## config.mk

```make
export PLATFORM = sky130hd
export DESIGN_NAME = fips_prf_sha1_generator
export DESIGN_NICKNAME = d
export VERILOG_FILES = /design/src/rtl/fpsha_pkg.sv /design/src/rtl/fpsha_datapath.sv /design/src/rtl/fpsha_ctrl.sv /design/src/rtl/fips_prf_sha1_generator.sv
export SDC_FILE = /design/constraint.sdc
export NUM_CORES = 2
export LEC_CHECK = 0
export ABC_AREA = 1
export BUFFER_PORTS_ARGS = -buffer_cell sky130_fd_sc_hd__buf_2
export CORE_AREA = 2 2 542 544
export CTS_CLUSTER_DIAMETER = 200
export CTS_CLUSTER_SIZE = 10
export DETAILED_ROUTE_END_ITERATION = 16
export DIE_AREA = 0 0 544 546
export HOLD_SLACK_MARGIN = 0.1
export PLACE_DENSITY_LB_ADDON = 0.15
export REMOVE_ABC_BUFFERS = 1
export SYNTH_ARGS = -nofsm -noshare
export SYNTH_HDL_FRONTEND = slang
export SYNTH_SLANG_ARGS = --single-unit
```

## constraint.sdc

```tcl
create_clock -name clk -period 29.4 [get_ports clk]
set_input_delay 5.88 -clock clk [delete_from_list [all_inputs] [get_ports clk]]
set_output_delay 5.88 -clock clk [all_outputs]
set_load 0.02 [all_outputs]
```

## src/rtl/fpsha_pkg.sv

```systemverilog
`default_nettype none
// ----------------------------------------------------------------------------
// fpsha_pkg
// shared types and constants of the sha-1 based prf generator
// ----------------------------------------------------------------------------
package fpsha_pkg;

  localparam int KEY_BITS  = 160;
  localparam int KEY_WORDS = KEY_BITS / 32;

  localparam logic OP_LOAD     = 1'b0;
  localparam logic OP_GENERATE = 1'b1;

  localparam logic [31:0] IV0 = 32'h67452301;
  localparam logic [31:0] IV1 = 32'hEFCDAB89;
  localparam logic [31:0] IV2 = 32'h98BADCFE;
  localparam logic [31:0] IV3 = 32'h10325476;
  localparam logic [31:0] IV4 = 32'hC3D2E1F0;

  typedef struct packed {
    logic load_key;
    logic start;
    logic round;
    logic finish;
    logic update_key;
  } dp_cmd_t;

  typedef struct packed {
    logic last_round;
  } dp_status_t;

  function automatic logic [31:0] rotl1(input logic [31:0] v);
    return {v[30:0], v[31]};
  endfunction

endpackage : fpsha_pkg
`default_nettype wire

```

## src/rtl/fpsha_datapath.sv

```systemverilog
`default_nettype none
// ----------------------------------------------------------------------------
// fpsha_datapath
// xkey register, key/seed adders and one sha-1 round per cycle
// ----------------------------------------------------------------------------
module fpsha_datapath (
  input  wire                       clk,
  input  wire                       rst,
  input  fpsha_pkg::dp_cmd_t        cmd,
  output fpsha_pkg::dp_status_t     status,
  input  wire [159:0]               data,
  input  wire                       seed_load,
  output logic [159:0]              digest
);
  import fpsha_pkg::*;

  logic [159:0] xkey;
  logic [159:0] seed;
  logic [31:0]  a, b, c, d, e;
  logic [31:0]  w [16];
  logic [6:0]   rnd;

  logic [159:0] xval;
  logic [31:0]  f, k, t, wnext, wcur;

  assign xval = xkey + seed;
  assign wcur = w[0];
  assign wnext = rotl1(w[13] ^ w[8] ^ w[2] ^ w[0]);

  always_comb begin
    if (rnd < 7'd20) begin
      f = (b & c) | (~b & d);
      k = 32'h5A827999;
    end else if (rnd < 7'd40) begin
      f = b ^ c ^ d;
      k = 32'h6ED9EBA1;
    end else if (rnd < 7'd60) begin
      f = (b & c) | (b & d) | (c & d);
      k = 32'h8F1BBCDC;
    end else begin
      f = b ^ c ^ d;
      k = 32'hCA62C1D6;
    end
    t = {a[26:0], a[31:27]} + f + e + k + wcur;
  end

  assign status.last_round = (rnd == 7'd79);
  assign digest = {a, b, c, d, e};

  always_ff @(posedge clk) begin
    if (rst) begin
      xkey <= '0;
    end else if (cmd.load_key) begin
      xkey <= data;
    end else if (cmd.update_key) begin
      xkey <= xkey + digest + 160'd1;
    end
  end

  always_ff @(posedge clk) begin
    if (seed_load) seed <= data;
    if (cmd.start) begin
      a <= IV0; b <= IV1; c <= IV2; d <= IV3; e <= IV4;
      rnd <= '0;
      for (int i = 0; i < 16; i++) begin
        w[i] <= (i < KEY_WORDS) ? xval[159 - 32*i -: 32] : 32'd0;
      end
    end else if (cmd.round) begin
      a <= t; b <= a; c <= {b[1:0], b[31:2]}; d <= c; e <= d;
      rnd <= rnd + 7'd1;
      for (int i = 0; i < 15; i++) w[i] <= w[i+1];
      w[15] <= wnext;
    end else if (cmd.finish) begin
      a <= a + IV0; b <= b + IV1; c <= c + IV2; d <= d + IV3; e <= e + IV4;
    end
  end

endmodule : fpsha_datapath
`default_nettype wire

```

## src/rtl/fpsha_ctrl.sv

```systemverilog
`default_nettype none
// ----------------------------------------------------------------------------
// fpsha_ctrl
// sequencer for load and generate words and the output register handshake
// ----------------------------------------------------------------------------
module fpsha_ctrl (
  input  wire                       clk,
  input  wire                       rst,
  input  wire                       in_valid,
  output logic                      in_stall,
  input  wire                       in_opcode,
  output logic                      out_valid,
  input  wire                       out_stall,
  output logic                      out_block,
  output logic                      capture,
  output fpsha_pkg::dp_cmd_t        cmd,
  input  fpsha_pkg::dp_status_t     status
);
  import fpsha_pkg::*;

  typedef enum logic [5:0] {
    S_IDLE   = 6'b000001,
    S_START  = 6'b000010,
    S_ROUND  = 6'b000100,
    S_FINISH = 6'b001000,
    S_EMIT   = 6'b010000,
    S_WAIT   = 6'b100000
  } state_t;

  state_t state, state_next;
  logic   blk;
  logic   in_acc;

  assign in_stall = (state != S_IDLE);
  assign in_acc   = in_valid && !in_stall;

  always_comb begin
    cmd = '0;
    capture = 1'b0;
    state_next = state;
    unique case (state)
      S_IDLE: begin
        if (in_acc) begin
          cmd.load_key = (in_opcode == OP_LOAD);
          if (in_opcode == OP_GENERATE) state_next = S_START;
        end
      end
      S_START: begin
        cmd.start = 1'b1;
        state_next = S_ROUND;
      end
      S_ROUND: begin
        cmd.round = 1'b1;
        if (status.last_round) state_next = S_FINISH;
      end
      S_FINISH: begin
        cmd.finish = 1'b1;
        state_next = S_EMIT;
      end
      S_EMIT: begin
        if (!out_valid || !out_stall) begin
          capture = 1'b1;
          cmd.update_key = 1'b1;
          state_next = blk ? S_IDLE : S_START;
        end
      end
      S_WAIT: state_next = S_IDLE;
      default: state_next = S_IDLE;
    endcase
  end

  always_ff @(posedge clk) begin
    if (rst) begin
      state <= S_IDLE;
      blk <= 1'b0;
      out_valid <= 1'b0;
      out_block <= 1'b0;
    end else begin
      state <= state_next;
      if (capture) begin
        out_valid <= 1'b1;
        out_block <= blk;
        blk <= ~blk;
      end else if (!out_stall) begin
        out_valid <= 1'b0;
      end
    end
  end

  // the input side stalls while a generate word is being worked
  assert property (@(posedge clk) disable iff (rst)
    (state == S_ROUND) |-> in_stall)
    else $error("input accepted during rounds");
  // capture happens only after a finish
  assert property (@(posedge clk) disable iff (rst)
    capture |-> $past(state == S_FINISH) || $past(state == S_EMIT))
    else $error("capture without finished compression");
  // a captured block never overwrites a pending one
  assert property (@(posedge clk) disable iff (rst)
    capture |-> !(out_valid && out_stall))
    else $error("output overwritten");

endmodule : fpsha_ctrl
`default_nettype wire

```

## src/rtl/fips_prf_sha1_generator.sv

```systemverilog
`default_nettype none
// ----------------------------------------------------------------------------
// fips_prf_sha1_generator
// fips 186-2 prf over the sha-1 compression with a 160-bit xkey
// ----------------------------------------------------------------------------
// a load word is written into xkey as it is accepted; a generate word runs a
// start step, 80 sha-1 rounds at one round per cycle, a finish step and an
// emit step for its first block and again for its second, and no new input
// word is taken until its second block is captured. rst is synchronous, clears
// xkey to zero and the control.
module fips_prf_sha1_generator (
  input  wire         clk,
  input  wire         rst,
  input  wire         in_valid,
  output logic        in_stall,
  input  wire         opcode,
  input  wire  [31:0] data_word_0,
  input  wire  [31:0] data_word_1,
  input  wire  [31:0] data_word_2,
  input  wire  [31:0] data_word_3,
  input  wire  [31:0] data_word_4,
  output logic        out_valid,
  input  wire         out_stall,
  output logic [31:0] out_word_0,
  output logic [31:0] out_word_1,
  output logic [31:0] out_word_2,
  output logic [31:0] out_word_3,
  output logic [31:0] out_word_4,
  output logic        block_index,
  output logic        last
);
  import fpsha_pkg::*;

  dp_cmd_t      cmd;
  dp_status_t   status;
  logic [159:0] digest;
  logic         capture;
  logic         data_load;
  dp_cmd_t      dp_cmd;

  // the seed and key share one input capture
  always_comb begin
    dp_cmd = cmd;
    data_load = in_valid && !in_stall;
  end

  fpsha_ctrl u_ctrl (
    .clk(clk), .rst(rst),
    .in_valid(in_valid), .in_stall(in_stall), .in_opcode(opcode),
    .out_valid(out_valid), .out_stall(out_stall), .out_block(block_index),
    .capture(capture), .cmd(cmd), .status(status)
  );

  fpsha_datapath u_dp (
    .clk(clk), .rst(rst), .cmd(dp_cmd), .status(status),
    .data({data_word_0, data_word_1, data_word_2, data_word_3, data_word_4}),
    .seed_load(data_load),
    .digest(digest)
  );

  always_ff @(posedge clk) begin
    if (capture) begin
      {out_word_0, out_word_1, out_word_2, out_word_3, out_word_4} <= digest;
    end
  end

  assign last = block_index;

endmodule : fips_prf_sha1_generator
`default_nettype wire

```

Yosys cells after proc, flatten, opt, wreduce, memory -nomap -nowiden
Memories as Yosys holds them, arrays and structs flattened.
Index checks and enable logic that the tools add are counted.
{ "classes": {"magnitude_cmp": 3, "addsub": 13, "n_bitwise": 31, "n_mux": 54, "n_eq_ne": 12, "reduce_logical": 8} }
{ "op_table": {"columns": ["operator", "n"], "rows": [
  ["32-bit 2-to-1 mux", 31],
  ["160-bit adder", 2],
  ["160-bit 2-to-1 mux", 2],
  ["160-bit by 1-bit adder with 160-bit output, second input constant", 1],
  ["32-bit XOR", 5],
  ["32-bit adder", 4],
  ["32-bit AND", 4],
  ["32-bit adder, second input constant", 3],
  ["32-bit OR", 3],
  ["32-bit by 29-bit adder with 32-bit output, second input constant", 1],
  ["32-bit by 31-bit adder with 32-bit output, second input constant", 1],
  ["32-bit inverter", 1],
  ["31-bit 2-to-1 mux", 1],
  ["6-bit one-hot mux with 5 select lines", 1],
  ["6-bit 2-to-1 mux", 4],
  ["1-bit OR", 16],
  ["7-bit by 6-bit less-than comparator with 1-bit output, second input constant", 2],
  ["1-bit 2-to-1 mux", 14],
  ["7-bit by 1-bit adder with 7-bit output, second input constant", 1],
  ["7-bit equality test, second input constant", 1],
  ["7-bit by 5-bit less-than comparator with 1-bit output, second input constant", 1],
  ["6-bit by 1-bit equality test with 1-bit output, second input constant", 1],
  ["6-bit by 2-bit equality test with 1-bit output, second input constant", 1],
  ["6-bit by 3-bit equality test with 1-bit output, second input constant", 1],
  ["other kinds (12)", 19]
]} }
{ "word_totals": {"mem_count": 1, "elab_cells": 139, "mem_bits_rw": 512, "regBits": 656} }
{ "memory_table": {"columns": ["memory", "words", "word_bits", "rd", "rd_ports_with_merged_regs", "wr", "line_no", "rtl"], "rows": [
  ["u_dp.w", 16, 32, 16, 0, 16, "fpsha_datapath.sv:20", "logic [31:0] w [16];"]
]} }

Logic depth before layout (Yosys ltp)
{ "depth": {"ltp_word": 11, "depth_mapped": 30} }

Cells and area by module
Synthesis repeated with hierarchy kept, for this count alone.
{ "hier_totals": {"hier_cells": 12803, "hier_area_um2": 87645.3} }
{ "by_module_without_submodules": {"columns": ["mod", "cells_each", "instances", "area_each_um2"], "rows": [
  ["fpsha_datapath", 12569, 1, 82356.5],
  ["fips_prf_sha1_generator", 163, 1, 4822.1],
  ["fpsha_ctrl", 71, 1, 466.7]
]} }

Worst setup path after synthesis
No wires, ideal clock.
{ "synth_path": {"path_type": "input to register", "from": "in in_valid", "to": "reg u_dp.seed[0], enable pin", "slack_ns": 16.116, "required_time_ns": 28.717, "path_buffers": 0, "path_stages": 2, "arrival_ns": 12.601, "cell_sequence": "inv_1 -> nor2_1"} }
{ "synth_between": {"elab_chain_len": 1} }
{ "synth_rtl": {"columns": ["element", "line_no", "rtl"], "rows": [
  ["from (decl)", "fips_prf_sha1_generator.sv:14", "input wire in_valid,"],
  ["1-bit logical AND", "fips_prf_sha1_generator.sv:44", "data_load = in_valid && !in_stall;"],
  ["named net data_load", "fips_prf_sha1_generator.sv:38", "logic data_load;"],
  ["to (signal assigned)", "fpsha_datapath.sv:61", "if (seed_load) seed <= data;"],
  ["to (decl)", "fpsha_datapath.sv:18", "logic [159:0] seed;"]
]} }
The timed path passes the listed nets, and every way through them passes these cells.
A chain may end at the register's enable or synchronous reset.

Worst setup path in the final report
{ "layout_path": {"from": "in in_valid", "to": "reg u_dp.xkey[14]"} }
{ "layout_between": {"elab_chain_len": 4} }
{ "layout_rtl": {"columns": ["element", "line_no", "rtl"], "rows": [
  ["1-bit logical AND *", "fpsha_ctrl.sv:35", "assign in_acc = in_valid && !in_stall;"],
  ["1-bit 2-to-1 mux *", "fpsha_ctrl.sv:43", "if (in_acc) begin"],
  ["1-bit 2-to-1 mux *", "fpsha_ctrl.sv:41", "unique case (state)"],
  ["160-bit 2-to-1 mux / 2-bit nonzero test (equally long branches)", null, null],
  ["to (signal assigned)", "fpsha_datapath.sv:54", "xkey <= data;"],
  ["to (signal assigned)", "fpsha_datapath.sv:56", "xkey <= xkey + digest + 160'd1;"],
  ["to (decl)", "fpsha_datapath.sv:17", "logic [159:0] xkey;"]
]} }
Mark *: on every way between the ends. The rest lies on a longest branch, timed or not.

==> flow_summary.toml <==
[outcome]
outcome = "complete, no violations"

[cts]
clockRootBuffer = "clkbuf_16"
cts.path.max_buffers = 4
post-cts-setup-buffers = 0
cts_max_level = 4
clock_sinks = 1167
clock_latency_ns = 0.93
path_clk_slew_ns = 0.06
cts_tree = "yes"
numCtsBuffers = 139
hold_buffers = 0
post_cts_resized = 0

[critical_path]
worstPathMaxFanout = 85
cp.arrival_ns = 8.66
r2r_setup_slack_ns = 22.83
path_buf_inv = 6
crit_type = "in -> reg"
worstSetupEndpointType = "flip-flop"
crit_family = "buffers and inverters"
crit_slowest_cell = "buf_4"
worstPathCellList = "buf_2, inv_1, nor3_4, buf_4, nor2_4, inv_4, buf_4, nor2_1, or4_1, inv_1"
worst_ep_required_time_ns = 30.22
start_kind = "primary input"
cp_slowest_stage_delay_ns = 0.80

[drt]
wl_per_cell_um = 31.1
num_vias = 90400
drtIter0Drc = 12300
ant_nets = 0
drc = 0
firstDrtPassIters = 13
via_per_inst = 5.22
routed_wl_um = 539000

[cells_and_area]
fill_cells = 32800
largest_reg_flops = 512
multi_input_area_mm2 = 0.0451
largest-register = "u_dp.w"
design_area_mm2 = 0.0978
reg_top3 = "u_dp.w: 512 flops, u_dp.seed: 160 flops, u_dp.xkey: 160 flops"
syn2layout_area_growth_pct = 12.3
drive_above_1_share = 0.0531
seqCellArea_mm2 = 0.0317
nets = 13900

[place]
gp_congestion = 1.12
dp_hpwl_um = 456000
place_area_mm2 = 0.0938
portBuffers = 328

[hold_path]
hp-class = "reg -> reg"

[pwr]
powerDensity_mw_per_mm2 = 104
p_clk_frac = 0.164
combPwrFrac = 0.591
p_sw_w = 0.00547
seqPwrFrac = 0.245
internal_power_w = 0.00467
p_sw_frac = 0.539
peakVddDrop_uv = 113
p_leak_nw = 45.4

[timing]
finalClockSkew_ns = 0.106
setup_viol = 0
finalHoldViolCount = 0
max_slew_margin = 0.0830
period_share = 0.267
fin_crit_ns = 7.85
worst_pin_slew_ns = 1.37
slew_violations = 0
rsz0062_at_grt = "no"
fmax_mhz = 127
setup_tns_ns = 0

[grt]
grt_start_max_net_pins = 184
antenna_found_initial = 72
grt_usage = 0.351
grt_pass1_vias = 81900
overflow = 0
grt_pass1_wl_um = 705000

[synthesis]
synthAdderAreaFrac = 0.0801
synth_commonest_cells = "3820 x nand2_1, 2486 x inv_1, 1767 x nor2_1"
syn_area_mm2 = 0.0871
synth-simple-area-share = 0.294
yosys_warnings = 0
ys_ff_latch = 1167
synth_enable_flop_cells = 832
synth-xor-area-share = 0.0218
synth_top_cell_by_area = "edfxtp_1"
synth_most_common_cell = "nand2_1"
synth_top_family_by_area = "simple AND/OR/NAND/NOR gates"
syn_inst = 12900
synthFlopType = "edfxtp_1"
ys_top_cells_by_area = "edfxtp_1 29%, nand2_1 16%, inv_1 11%"
ys_types = 56
synth_mux_area_frac = 0.000129
synth.avg_cell_area_um2 = 6.73
seq_area_frac_synth = 0.364
async_flop_share = 0
synth_compound_area_frac = 0.121
synth_top_area_share = 0.287

[job]
cap_violations = 0

[die]
start_util = 0.298
row_count = 199
die_height_um = 546
core_mm2 = 0.292
fp.dieArea_mm2 = 0.297
die_w_um = 544
ios = 329
[worst register-to-register path: stages (launching register included)]
cell and delay, ns:
dfxtp_1 0.34, nand2_1 0.10, inv_1 0.07, a31oi_1 0.16, buf_4 0.21, nand2_1 0.10
nand2_2 0.33, buf_4 0.42, nor2_1 0.09, nor3_1 0.59, fa_1 0.58, fa_1 0.52
inv_1 0.05, fa_1 0.49, inv_1 0.04, ha_1 0.39, a21oi_1 0.25, nor2_1 0.07
nor2_1 0.26, a21boi_0 0.20, o21ai_0 0.12, buf_4 0.18, a31oi_1 0.40, inv_1 0.09
nand2_1 0.08, nand3_1 0.18, a21oi_1 0.21
[cell usage in the layout, fill, tap and decap left out, types with 26 or more instances in the layout]
master / synthesis / layout
a221oi_1: 36 / 36
fa_1: 121 / 121
o221ai_1: 32 / 32
o21bai_1: 78 / 78
inv_1: 2486 / 2485
ha_1: 364 / 364
or2_2: 68 / 68
nand4_1: 130 / 130
xor2_1: 143 / 142
o211ai_1: 41 / 41
edfxtp_1: 832 / 832
nor2_1: 1767 / 1764
buf_4: 1 / 128
o21ai_0: 621 / 621
nand3_1: 503 / 503
buf_2: 26 / 327
nand2_1: 3820 / 3820
nand3b_1: 35 / 35
clkbuf_1: 198 / 73
nor3_1: 74 / 73
a21o_1: 35 / 35
o2111ai_1: 26 / 26
xnor2_1: 74 / 74
diode_2: 0 / 35
a21oi_1: 810 / 810
a31oi_1: 85 / 85
dfxtp_1: 335 / 335
clkbuf_16: 0 / 144
[stage by stage]
stage / hold WS [ns] / utilization / power (W) / setup WS, ns / cells
6_report: 0.431 / 0.335 / 0.0101 / 21.55 / 17300
5_1_grt: 0.442 / 0.335 / 0.0107 / 21.44 / 17300
4_1_cts: 0.434 / 0.335 / 0.0100 / 21.56 / 17300
3_5_place_dp: 0.420 / 0.321 / 0.00829 / 20.76 / 17100
3_3_place_gp: 0.419 / 0.321 / 0.00833 / 20.74 / 17100
2_1_floorplan: 0.444 / - / 0.00582 / -1.62 / 12700
[routing by layer]
layer / part of all wire / routed length, µm / track usage / up-vias
met5: 0.00020 / 110 / 0 / -
met4: 0.069 / 37000 / 0.206 / 16
met3: 0.10 / 53600 / 0.0811 / 764
met2: 0.41 / 222000 / 0.508 / 4589
met1: 0.42 / 226000 / 0.473 / 43400
li1: - / - / - / 41600
[path summary, 6_finish.rpt]
kind / end / cells past startpoint / start
worst min register to register: out_word_0[15]$_DFFE_PP_ / 0 / u_dp.a[15]$_SDFFE_PP0P_
worst max-delay path: u_dp.xkey[14]$_SDFFE_PP0P_ / 10 / in_valid
worst min-delay path: out_word_0[15]$_DFFE_PP_ / 0 / u_dp.a[15]$_SDFFE_PP0P_
worst max register to register: u_dp.a[31]$_SDFFE_PP0P_ / 26 / u_dp.rnd[4]$_SDFFE_PP0P_
[kinds of logic (layout without fill, tap and decap cells)]
| family | after synthesis | after routing |
|---|---|---|
| xor gates and xnor gates | 217 | 217 |
| other | 0 | 35 |
| adders and majority gates | 485 | 485 |
| DFF | 1167 | 1167 |
| muxes | 1 | 1 |
| AOI/OAI and AO/OA | 1883 | 1883 |
| and+or+nand+nor | 6428 | 6428 |
| buffers and inverters | 2752 | 3179 |
[power by group through the flow]
stage          sequential [W]  clock (W)  combinational (W)
3_3_place_gp          0.00251          0            0.00582
5_1_grt               0.00247    0.00175            0.00643
3_5_place_dp          0.00251          0            0.00579
4_1_cts               0.00247    0.00171            0.00582
2_1_floorplan         0.00231          0            0.00351
6_report              0.00248    0.00166            0.00600
[final cells by class]
type                            instances  area share
Multi-Input combinational cell       9014       0.461
Inverter                             2494      0.0959
Tap cell                             3919      0.0501
Timing Repair Buffer                  460      0.0276
Sequential cell                      1167       0.324
Antenna cell                           35    0.000895
Clock buffer                          217      0.0396
Clock inverter                          8     0.00114
Power figures use the tool's default switching activity.
